$ cat src/start_byte_frame_capture_hex_macros.svh
// Assertion macros shared by the framer sources.
`ifndef START_BYTE_FRAME_CAPTURE_HEX_MACROS_SVH
`define START_BYTE_FRAME_CAPTURE_HEX_MACROS_SVH

`ifndef SYNTHESIS

`define SBFC_ASSERT(label, clk, rst_n, prop) \
    label: assert property (@(posedge clk) disable iff (!rst_n) (prop)) \
        else $error("sbfc assertion failed");

`define SBFC_ASSERT_NEXT(label, clk, rst_n, ante, cons) \
    label: assert property (@(posedge clk) disable iff (!rst_n) (ante) |=> (cons)) \
        else $error("sbfc assertion failed");

`else

`define SBFC_ASSERT(label, clk, rst_n, prop)

`define SBFC_ASSERT_NEXT(label, clk, rst_n, ante, cons)

`endif

`endif

$ cat src/sbfc_pkg.sv
`timescale 1ns / 1ps

package sbfc_pkg;

    localparam int FRAME_BYTES_DEF = 21;
    localparam int COUNT_W         = 5;
    localparam int PC_W            = 5;

    localparam logic [7:0]  START_BYTE_RST = 8'h24;
    localparam logic [31:0] TIMEOUT_RST    = 32'd1000;

    // Item kinds.
    localparam logic [1:0] KIND_BYTE    = 2'd0;
    localparam logic [1:0] KIND_TICK    = 2'd1;
    localparam logic [1:0] KIND_RELEASE = 2'd2;

    // Register indexes on the configuration port.
    localparam logic REG_START_BYTE = 1'b0;
    localparam logic REG_TIMEOUT    = 1'b1;

    typedef logic [PC_W-1:0] pc_t;

    typedef enum logic [3:0] {
        A_NONE,
        A_ACCEPT,
        A_TIMEOUT,
        A_STORE,
        A_DONE,
        A_HOLD,
        A_TICK,
        A_RELEASE,
        A_IDLE_BYTE,
        A_READ,
        A_LOAD,
        A_NEXT_CHAR
    } action_t;

    typedef enum logic [3:0] {
        C_NEXT,
        C_ALWAYS,
        C_NO_ITEM,
        C_TICK,
        C_RELEASE,
        C_NOT_BYTE,
        C_COUNT_ZERO,
        C_NOT_DONE,
        C_HELD,
        C_OUT_BUSY,
        C_LAST
    } cond_t;

    typedef struct packed {
        action_t action;
        cond_t   cond;
        pc_t     target;
    } ctrl_word_t;

    typedef struct packed {
        logic item_valid;
        logic kind_tick;
        logic kind_release;
        logic kind_byte;
        logic count_zero;
        logic frame_done;
        logic held;
        logic out_busy;
        logic last_char;
    } status_t;

    // Program step addresses.
    localparam pc_t STEP_IDLE      = 5'd0;
    localparam pc_t STEP_AFTER_IN  = 5'd1;
    localparam pc_t STEP_TICK      = 5'd10;
    localparam pc_t STEP_RELEASE   = 5'd11;
    localparam pc_t STEP_IDLE_BYTE = 5'd12;
    localparam pc_t STEP_READ      = 5'd13;
    localparam pc_t STEP_WAIT      = 5'd14;
    localparam pc_t STEP_LAST      = 5'd16;

    function automatic ctrl_word_t ctrl_rom(input pc_t pc);
        ctrl_word_t w;
        begin
            w = '{action: A_NONE, cond: C_ALWAYS, target: STEP_IDLE};
            unique case (pc)
                5'd0:  w = '{action: A_ACCEPT,    cond: C_NO_ITEM,    target: STEP_IDLE};
                5'd1:  w = '{action: A_NONE,      cond: C_TICK,       target: STEP_TICK};
                5'd2:  w = '{action: A_NONE,      cond: C_RELEASE,    target: STEP_RELEASE};
                5'd3:  w = '{action: A_NONE,      cond: C_NOT_BYTE,   target: STEP_IDLE};
                5'd4:  w = '{action: A_TIMEOUT,   cond: C_NEXT,       target: STEP_IDLE};
                5'd5:  w = '{action: A_NONE,      cond: C_COUNT_ZERO, target: STEP_IDLE_BYTE};
                5'd6:  w = '{action: A_STORE,     cond: C_NEXT,       target: STEP_IDLE};
                5'd7:  w = '{action: A_NONE,      cond: C_NOT_DONE,   target: STEP_IDLE};
                5'd8:  w = '{action: A_DONE,      cond: C_HELD,       target: STEP_IDLE};
                5'd9:  w = '{action: A_HOLD,      cond: C_ALWAYS,     target: STEP_READ};
                5'd10: w = '{action: A_TICK,      cond: C_ALWAYS,     target: STEP_IDLE};
                5'd11: w = '{action: A_RELEASE,   cond: C_ALWAYS,     target: STEP_IDLE};
                5'd12: w = '{action: A_IDLE_BYTE, cond: C_ALWAYS,     target: STEP_IDLE};
                5'd13: w = '{action: A_READ,      cond: C_NEXT,       target: STEP_IDLE};
                5'd14: w = '{action: A_NONE,      cond: C_OUT_BUSY,   target: STEP_WAIT};
                5'd15: w = '{action: A_LOAD,      cond: C_LAST,       target: STEP_IDLE};
                5'd16: w = '{action: A_NEXT_CHAR, cond: C_ALWAYS,     target: STEP_READ};
                default: w = '{action: A_NONE, cond: C_ALWAYS, target: STEP_IDLE};
            endcase
            return w;
        end
    endfunction

    function automatic logic [6:0] nibble_hex(input logic [3:0] nib);
        begin
            if (nib < 4'd10)
            begin
                return 7'h30 + {3'b000, nib};
            end
            return 7'h37 + {3'b000, nib};
        end
    endfunction

endpackage

$ cat src/start_byte_frame_capture_hex.sv
`timescale 1ns / 1ps
`include "start_byte_frame_capture_hex_macros.svh"

// Channel   Handshake                    Payload
// item      item_valid / item_ready      kind, data_byte
// char      char_valid / char_ready      hex_char, last_char, frame_number
// config    psel, penable, pwrite        paddr, pwdata, prdata (pready tied high)
//
// A microcoded sequencer runs one control word per cycle; its step count sets the timing.
// A tick or a release runs its own step, an unused kind returns straight to idle, and an
// ordinary byte runs the timeout step and then the idle-byte or store step. A byte that
// completes an unheld frame then reads it out in four steps per character (read, wait,
// load, advance; the last one skips the advance); the wait step holds while char_ready stalls.
// A finished character waits in the output register while the next item is taken.
// Reset clears all control state; the frame store needs no clearing.
module start_byte_frame_capture_hex #(
    parameter int FRAME_BYTES = sbfc_pkg::FRAME_BYTES_DEF
) (
    input  logic        clk,
    input  logic        rst_n,
    input  logic        item_valid,
    output logic        item_ready,
    input  logic [1:0]  kind,
    input  logic [7:0]  data_byte,
    output logic        char_valid,
    input  logic        char_ready,
    output logic [6:0]  hex_char,
    output logic        last_char,
    output logic [31:0] frame_number,
    input  logic        psel,
    input  logic        penable,
    input  logic        pwrite,
    input  logic [2:0]  paddr,
    input  logic [31:0] pwdata,
    output logic [31:0] prdata,
    output logic        pready
);
    import sbfc_pkg::*;

    localparam int ADDR_W = $clog2(FRAME_BYTES);
    localparam int CHAR_W = $clog2(2 * FRAME_BYTES);
    localparam logic [COUNT_W-1:0] FULL_COUNT = COUNT_W'(FRAME_BYTES % (2 ** COUNT_W));
    localparam logic [CHAR_W-1:0]  LAST_CHAR  = CHAR_W'(2 * FRAME_BYTES - 1);

    ctrl_word_t ctrl;
    status_t    status;

    logic [7:0]  start_reg;
    logic [31:0] timeout_reg;

    logic [1:0]  kind_reg;
    logic [7:0]  byte_reg;

    logic [COUNT_W-1:0] count_reg,   count_next;
    logic [31:0]        elapsed_reg, elapsed_next;
    logic               held_reg,    held_next;
    logic [31:0]        frames_reg,  frames_next;
    logic [CHAR_W-1:0]  char_reg,    char_next;

    logic              char_valid_reg;
    logic [6:0]        hex_char_reg;
    logic              last_char_reg;
    logic [31:0]       frame_number_reg;

    logic              ram_we;
    logic [ADDR_W-1:0] ram_waddr;
    logic [7:0]        ram_rdata;
    logic [3:0]        nibble;

    // Configuration port.
    assign pready = 1'b1;
    assign prdata = (paddr[2] == REG_TIMEOUT) ? timeout_reg : {24'd0, start_reg};

    always_ff @(posedge clk or negedge rst_n)
    begin
        if (!rst_n)
        begin
            start_reg   <= START_BYTE_RST;
            timeout_reg <= TIMEOUT_RST;
        end
        else if (psel && penable && pwrite && pready)
        begin
            if (paddr[2] == REG_START_BYTE)
            begin
                start_reg <= pwdata[7:0];
            end
            else
            begin
                timeout_reg <= pwdata;
            end
        end
    end

    sbfc_seq u_seq (
        .clk    (clk),
        .rst_n  (rst_n),
        .status (status),
        .ctrl   (ctrl)
    );

    assign item_ready = (ctrl.action == A_ACCEPT);

    always_comb
    begin
        status.item_valid   = item_valid;
        status.kind_tick    = (kind_reg == KIND_TICK);
        status.kind_release = (kind_reg == KIND_RELEASE);
        status.kind_byte    = (kind_reg == KIND_BYTE);
        status.count_zero   = (count_reg == '0);
        status.frame_done   = (count_reg == FULL_COUNT);
        status.held         = held_reg;
        status.out_busy     = char_valid_reg && !char_ready;
        status.last_char    = (char_reg == LAST_CHAR);
    end

    always_comb
    begin
        count_next   = count_reg;
        elapsed_next = elapsed_reg;
        held_next    = held_reg;
        frames_next  = frames_reg;
        char_next    = char_reg;
        ram_we       = 1'b0;
        ram_waddr    = count_reg[ADDR_W-1:0];
        unique case (ctrl.action)
            A_TIMEOUT:
            begin
                if ((count_reg != '0) && (elapsed_reg > timeout_reg))
                begin
                    count_next = '0;
                end
            end
            A_STORE:
            begin
                ram_we     = 1'b1;
                count_next = count_reg + 1'b1;
            end
            A_DONE:
            begin
                count_next  = '0;
                frames_next = frames_reg + 32'd1;
            end
            A_HOLD:
            begin
                held_next = 1'b1;
                char_next = '0;
            end
            A_TICK:
            begin
                if (elapsed_reg != '1)
                begin
                    elapsed_next = elapsed_reg + 32'd1;
                end
            end
            A_RELEASE:
            begin
                held_next = 1'b0;
            end
            A_IDLE_BYTE:
            begin
                // Any byte seen between frames restarts the timeout window.
                elapsed_next = '0;
                if (byte_reg == start_reg)
                begin
                    ram_we     = 1'b1;
                    ram_waddr  = '0;
                    count_next = COUNT_W'(1);
                end
            end
            A_NEXT_CHAR:
            begin
                char_next = char_reg + 1'b1;
            end
            default:
            begin
            end
        endcase
    end

    always_ff @(posedge clk)
    begin
        if (item_valid && item_ready)
        begin
            kind_reg <= kind;
            byte_reg <= data_byte;
        end
    end

    always_ff @(posedge clk or negedge rst_n)
    begin
        if (!rst_n)
        begin
            count_reg   <= '0;
            elapsed_reg <= '0;
            held_reg    <= 1'b0;
            frames_reg  <= '0;
            char_reg    <= '0;
        end
        else
        begin
            count_reg   <= count_next;
            elapsed_reg <= elapsed_next;
            held_reg    <= held_next;
            frames_reg  <= frames_next;
            char_reg    <= char_next;
        end
    end

    sbfc_ram #(
        .WIDTH (8),
        .DEPTH (FRAME_BYTES)
    ) u_store (
        .clk   (clk),
        .we    (ram_we),
        .waddr (ram_waddr),
        .wdata (byte_reg),
        .re    (ctrl.action == A_READ),
        .raddr (char_reg[CHAR_W-1:1]),
        .rdata (ram_rdata)
    );

    // Even character positions carry the high nibble.
    assign nibble = char_reg[0] ? ram_rdata[3:0] : ram_rdata[7:4];

    always_ff @(posedge clk or negedge rst_n)
    begin
        if (!rst_n)
        begin
            char_valid_reg <= 1'b0;
        end
        else if (ctrl.action == A_LOAD)
        begin
            char_valid_reg <= 1'b1;
        end
        else if (char_ready)
        begin
            char_valid_reg <= 1'b0;
        end
    end

    always_ff @(posedge clk)
    begin
        if (ctrl.action == A_LOAD)
        begin
            hex_char_reg     <= nibble_hex(nibble);
            last_char_reg    <= (char_reg == LAST_CHAR);
            frame_number_reg <= frames_reg;
        end
    end

    assign char_valid   = char_valid_reg;
    assign hex_char     = hex_char_reg;
    assign last_char    = last_char_reg;
    assign frame_number = frame_number_reg;

    `SBFC_ASSERT(a_load_into_free_slot, clk, rst_n,
        (ctrl.action != A_LOAD) || !char_valid_reg || char_ready)
    `SBFC_ASSERT(a_hold_only_when_free, clk, rst_n,
        (ctrl.action != A_HOLD) || !held_reg)
    `SBFC_ASSERT(a_store_in_range, clk, rst_n,
        (ctrl.action != A_STORE) ||
        ({1'b0, count_reg} < (COUNT_W + 1)'(FRAME_BYTES)))

endmodule

$ cat src/sbfc_ram.sv
`timescale 1ns / 1ps

module sbfc_ram #(
    parameter int WIDTH = 8,
    parameter int DEPTH = 21
) (
    input  logic                     clk,
    input  logic                     we,
    input  logic [$clog2(DEPTH)-1:0] waddr,
    input  logic [WIDTH-1:0]         wdata,
    input  logic                     re,
    input  logic [$clog2(DEPTH)-1:0] raddr,
    output logic [WIDTH-1:0]         rdata
);

    logic [WIDTH-1:0] mem_reg [DEPTH];
    logic [WIDTH-1:0] rdata_reg;

    always_ff @(posedge clk)
    begin
        if (we)
        begin
            mem_reg[waddr] <= wdata;
        end
        if (re)
        begin
            rdata_reg <= mem_reg[raddr];
        end
    end

    assign rdata = rdata_reg;

endmodule

$ cat src/sbfc_seq.sv
`timescale 1ns / 1ps
`include "start_byte_frame_capture_hex_macros.svh"

module sbfc_seq (
    input  logic                clk,
    input  logic                rst_n,
    input  sbfc_pkg::status_t   status,
    output sbfc_pkg::ctrl_word_t ctrl
);
    import sbfc_pkg::*;

    pc_t  pc_reg;
    pc_t  pc_next;
    logic taken;

    assign ctrl = ctrl_rom(pc_reg);

    always_comb
    begin
        unique case (ctrl.cond)
            C_NEXT:       taken = 1'b0;
            C_ALWAYS:     taken = 1'b1;
            C_NO_ITEM:    taken = !status.item_valid;
            C_TICK:       taken = status.kind_tick;
            C_RELEASE:    taken = status.kind_release;
            C_NOT_BYTE:   taken = !status.kind_byte;
            C_COUNT_ZERO: taken = status.count_zero;
            C_NOT_DONE:   taken = !status.frame_done;
            C_HELD:       taken = status.held;
            C_OUT_BUSY:   taken = status.out_busy;
            C_LAST:       taken = status.last_char;
            default:      taken = 1'b1;
        endcase
        pc_next = taken ? ctrl.target : pc_reg + 1'b1;
    end

    always_ff @(posedge clk or negedge rst_n)
    begin
        if (!rst_n)
        begin
            pc_reg <= STEP_IDLE;
        end
        else
        begin
            pc_reg <= pc_next;
        end
    end

    `SBFC_ASSERT(a_pc_in_program, clk, rst_n, pc_reg <= STEP_LAST)
    `SBFC_ASSERT_NEXT(a_accept_dispatches, clk, rst_n,
        (ctrl.action == A_ACCEPT) && status.item_valid, pc_reg == STEP_AFTER_IN)

endmodule
$ cat config.mk
export PLATFORM = sky130hd
export DESIGN_NAME = start_byte_frame_capture_hex
export DESIGN_NICKNAME = d
export VERILOG_FILES = /design/src/sbfc_pkg.sv /design/src/start_byte_frame_capture_hex.sv /design/src/sbfc_ram.sv /design/src/sbfc_seq.sv
export VERILOG_INCLUDE_DIRS = /design/src /design/src/src
export SDC_FILE = /design/constraint.sdc
export NUM_CORES = 1
export LEC_CHECK = 0
export BUFFER_PORTS_ARGS = -buffer_cell sky130_fd_sc_hd__buf_2
export CORE_ASPECT_RATIO = 1.1
export CORE_MARGIN = 4
export CORE_UTILIZATION = 45
export DETAILED_ROUTE_END_ITERATION = 7
export PLACE_DENSITY = 0.69
export SYNTH_ARGS = -nofsm -noshare
export SYNTH_HDL_FRONTEND = slang
export SYNTH_SLANG_ARGS = --single-unit
$ cat constraint.sdc
create_clock -name clk -period 5.1 [get_ports clk]
set_input_delay 0.255 -clock clk [delete_from_list [all_inputs] [get_ports clk]]
set_output_delay 0.255 -clock clk [all_outputs]
set_load 0.01 [all_outputs]
# Word level (Yosys, flattened, before mapping)
# Memories as Yosys holds them, arrays and structs flattened. A register that Yosys moved wholly into a read port is not among the register bits.
# Index checks and enable logic that the tools add are counted.
totals:
  mem_bits_rw: 168
  elab_cells: 100
  input_bits: 52
  rom_bits: 384
  register_bits: 172
  n_memories: 2
mem_list:
  columns: ["name", "depth", "word_bits", "rd", "rd_ports_with_merged_regs", "wr", "line", "rtl"]
  rows:
  - ["(no name shown)", 32, 12, 1, 0, 0, "sbfc_pkg.sv:84", "unique case (pc)"]
  - ["u_store.mem_reg", 21, 8, 1, 1, 1, "sbfc_ram.sv:16", "logic [WIDTH-1:0] mem_reg [DEPTH];"]
op_classes:
  n_eq_ne: 29
  order_cmp: 2
  n_bitwise: 1
  mux: 23
  addsub: 7
  reduce_logical: 22
op_table:
  columns: ["operator", "n"]
  rows:
  - ["$add 32x1->32 const B", 2]
  - ["$mux 32", 2]
  - ["$pmux 32 s2", 1]
  - ["$eq 4x3->1 const B", 8]
  - ["$gt 32x32->1", 1]
  - ["$ne 32x32->1 const B", 1]
  - ["$eq 4x4->1 const B", 7]
  - ["$mux 5", 5]
  - ["$pmux 5 s4", 1]
  - ["$eq 4x2->1 const B", 4]
  - ["$add 6x4->7 const A", 2]
  - ["$mux 7", 2]
  - ["$pmux 6 s2", 1]
  - ["$add 5x1->5 const B", 2]
  - ["$pmux 1 s10", 1]
  - ["$eq 8x8->1", 1]
  - ["$reduce_bool 2->1", 4]
  - ["$mux 1", 7]
  - ["$add 6x1->6 const B", 1]
  - ["$eq 6x6->1 const B", 1]
  - ["$ne 2x2->1 const B", 3]
  - ["$reduce_and 2->1", 3]
  - ["$eq 5x5->1 const B", 1]
  - ["$logic_and 1x1->1", 5]
  - ["14 further kinds", 18]

# Longest topological paths before layout
logic_depth:
  ltp_word: 5
  ltp_mapped: 12
  ltp_nobuf: 8

# Modules after synthesis
# A second synthesis with hierarchy kept.
unflattened:
  cells_unflattened: 1161
  hier_area_um2: 15927.8
by_module_without_submodules:
  columns: ["module", "cells_per_inst", "seq_area_each_um2", "area_each_um2", "instances"]
  rows:
  - ["start_byte_frame_capture_hex", 698, 4439.3, 8299.2, 1]
  - ["sbfc_ram", 372, 5285.1, 6926.6, 1]
  - ["sbfc_seq", 91, 125.1, 701.9, 1]

# Worst setup path before layout
# No wires, ideal clock.
synth_path:
  path_type: "register to register"
  start: "register u_seq.pc_reg[1]"
  end: "memory u_store.mem_reg[0][0], enable pin"
  period_less_slack_ns: 3.056
  setup_time_ns: 0.398
  stages_incl_launch_ff: 9
  path_slack_ns: 2.044
  arrival_time_ns: 2.658
  path_buffers: 2
  path_cell_list: "dfrtp_1 > clkbuf_1 > inv_1 > ha_1 > nand4bb_1 > o21ai_1 > nand3b_1 > clkbuf_1 > o41ai_1"
synth_via:
  elab_chain_cells: 5
synth_rtl:
  columns: ["item", "line", "rtl"]
  rows:
  - ["start, declared", "sbfc_seq.sv:12", "pc_t pc_reg;"]
  - ["start signal, assigned", "sbfc_seq.sv:45", "pc_reg <= pc_next;"]
  - ["$mem_v2 32x12 *", null, null]
  - ["$eq 4x4->1 or $eq 4x2->1 (tied branches)", "start_byte_frame_capture_hex.sv:125", "unique case (ctrl.action)"]
  - ["$pmux 1 s2", "start_byte_frame_capture_hex.sv:125", null]
  - ["$mux 1", "sbfc_ram.sv:21", "if (we)"]
  - ["$mux 1 (implied by the code)", "sbfc_ram.sv:23", "mem_reg[waddr] <= wdata;"]
  - ["end, declared", "sbfc_ram.sv:16", null]
# Every way passes the cells marked *; elsewhere a longest branch is shown, timed or not.

# Final worst setup path
layout_path:
  start: "register u_seq.pc_reg[2]"
  end: "memory u_store.mem_reg[9][3], enable pin"
# The elaborated chain is that of the path after synthesis.

==> results.yml <==
cts:
  clkTransAtPathRegs_ns: 0.06
  cts.sinks: 348
  clk_path_buf_depth: 3
  clock_latency_ns: 0.54
  cts_tree: "built"
  cts_root_buf: "clkbuf_16"
  cts_resized: 0
  htreeDepth: 2
  cts_buffers: 36
critical_path:
  required_ns: 5.26
  crit_path_end_kind: "register"
  crit_fanout: 25
  cp-start-kind: "register"
  critical_path_class: "reg2reg"
  critPathArrivalTime_ns: 3.98
synth:
  yosys_warnings: 0
  synth-edff-count: 226
  synth_cell_types: 87
  synth_area_per_cell_um2: 13.5
  synthCells: 1185
  synthArstFlopShare: 0.351
  syn_area_mm2: 0.0160
  synth_nets: 1282
  synth-seq-cells: 348
  ys_seq_area_frac: 0.614
  synth-main-ff-cell: "edfxtp_1"
finish:
  final_common_cell: "edfxtp_1"
  post-route-cell-area_mm2: 0.0188
  final_cell_mix: "226 x edfxtp_1, 122 x buf_2, 113 x dfrtp_1"
  nets: 1451
  syn2layout_area_growth_pct: 17.0
  drive_gt1_frac: 0.222
  n_antenna_cell: 0
  largest_reg_flops: 168
floorplan:
  core_area_mm2: 0.0351
  die_x_um: 188
  row_count: 72
  io_pins: 127
  dieArea_mm2: 0.0387
  die_h_um: 206
  initial_core_util: 0.456
pwr:
  vdd_drop_max_uv: 263
  power_leakage_nw: 7.28
  power_density_mw_per_mm2: 412
sta:
  fin_crit_ns: 3.82
  setup-tns-final_ns: 0
  finalHoldViolCount: 0
  period_share: 0.749
  grt_setup_unrepaired: "false"
  finalSetupViolCount: 0
  finalClockSkew_ns: 0.0126
  tightest_slew_ns: 0.998
  max_freq_ghz: 0.262
  slew-limit-headroom: 0.334
  drv_slew: 0
global_route:
  antenna_found_initial: 0
  grt_overflow: 0
  grt_max_degree: 69
  first_global_vias: 10200
  track_usage: 0.179
  grt_pass1_wl_um: 55400
place:
  place_area_mm2: 0.0171
  place_congestion: 0.826
  portBuffers: 123
  dp_hpwl_um: 22700
detailed_routing:
  wl_um: 34500
  ant_nets: 0
  drc: 0
  vias: 10000
  wire_per_inst_um: 18.9
  viasPerCell: 5.49
  drtIter0Drc: 610
  drt_pass1_iterations: 5
job:
  drv_cap: 0
hold_path:
  hp-class: "in2reg"
outcome:
  status: "finished, final reports clean"
## synthesized netlist by cell type, types with 24 or more instances
cell,instances,share of area
dfrtp_1,114,0.18
xnor2_1,57,0.031
mux2i_1,45,0.028
a21oi_1,40,0.012
mux2_2,53,0.037
nand4_1,28,0.011
nand2_1,53,0.012
inv_1,66,0.015
ha_1,45,0.035
edfxtp_1,226,0.42
nor2_1,80,0.019
nand3_1,35,0.011
and2_1,29,0.011
clkbuf_1,26,0.0061
mux4_2,24,0.034
## cell families after synthesis
group,Yosys count,share of synthesized area
adders and majority gates,45,0.0351
buffers and inverters,116,0.0299
AOI/OAI and AO/OA,138,0.0633
xor gates and xnor gates,73,0.0399
and+or+nand+nor,339,0.116
DFF,348,0.614
other,1,0.000234
muxes,125,0.101
## where the power goes
group	leakage (nW)	internal (W)	switching (W)
Clock	0.611	0.00164	0.00110
Combinational	2.98	0.000629	0.000796
Sequential	3.69	0.00327	0.000284
Total	7.28	0.00554	0.00218
## metal layers
layer,vias to the layer above,track usage,wire (um)
met4,0,0.0493,713
met1,4942,0.234,15000
met3,56,0.0372,1940
li1,4756,-,-
met2,257,0.307,16800
met5,-,0,0
## repair_timing
action | 4_1_cts | 5_1_grt
hold buffers | 43 | 0
endpoints found under the hold margin | 109 | 0
setup buffers | 0 | 0
## metrics by stage
step / utilization / instances / hold WS (ns) / total power [W] / setup WS (ns)
6_report: 0.534 / 1824 / 0.216 / 0.00772 / 1.28
5_1_grt: 0.534 / 1824 / 0.213 / 0.00810 / 0.971
4_1_cts: 0.534 / 1824 / 0.197 / 0.00778 / 1.27
3_5_place_dp: 0.486 / 1717 / 0.426 / 0.00502 / 1.27
3_3_place_gp: 0.486 / 1717 / 0.429 / 0.00497 / 1.35
2_1_floorplan: - / 1185 / -0.0406 / 0.00459 / 2.04
## path summary, 6_finish.rpt
| check | cells past startpoint | from | slack, ns | to |
|---|---|---|---|---|
| hold / removal | 3 | char_ready | 0.22 | char_valid$_DFFE_PN0P_ |
| setup reg to reg | 6 | u_seq.pc_reg[2]$_DFF_PN0_ | 1.28 | u_store.mem_reg[9][3]$_DFFE_PP_ |
| hold reg to reg | 2 | held_reg$_DFFE_PN0P_ | 0.48 | held_reg$_DFFE_PN0P_ |
| setup / recovery | 6 | u_seq.pc_reg[2]$_DFF_PN0_ | 1.28 | u_store.mem_reg[9][3]$_DFFE_PP_ |
| min in group asynchronous | 2 | rst_n | 0.37 | timeout_reg[20]$_DFFE_PN0P_ |
| max in group asynchronous | 3 | rst_n | 3.41 | char_reg[1]$_DFFE_PN0P_ |
## final cells by class
| cell class | instances | area (um2) |
|---|---|---|
| sequential | 348 | 9850 |
| clock inverter | 23 | 274 |
| clock buffer | 41 | 971 |
| multi-input combinational | 721 | 5700 |
| inverter | 67 | 251 |
| fill | 2872 | 16400 |
| tap | 444 | 556 |
| timing repair buffer | 180 | 1150 |
## worst max-delay path, stage by stage (launching register included)
cell and delay (ns):
dfrtp_1 0.71, and2b_1 0.45, a32oi_2 0.16, o21ai_1 0.38
nand3b_1 0.43, or3_1 0.55, nor2_1 0.76
(Power assumes the default switching activity.)
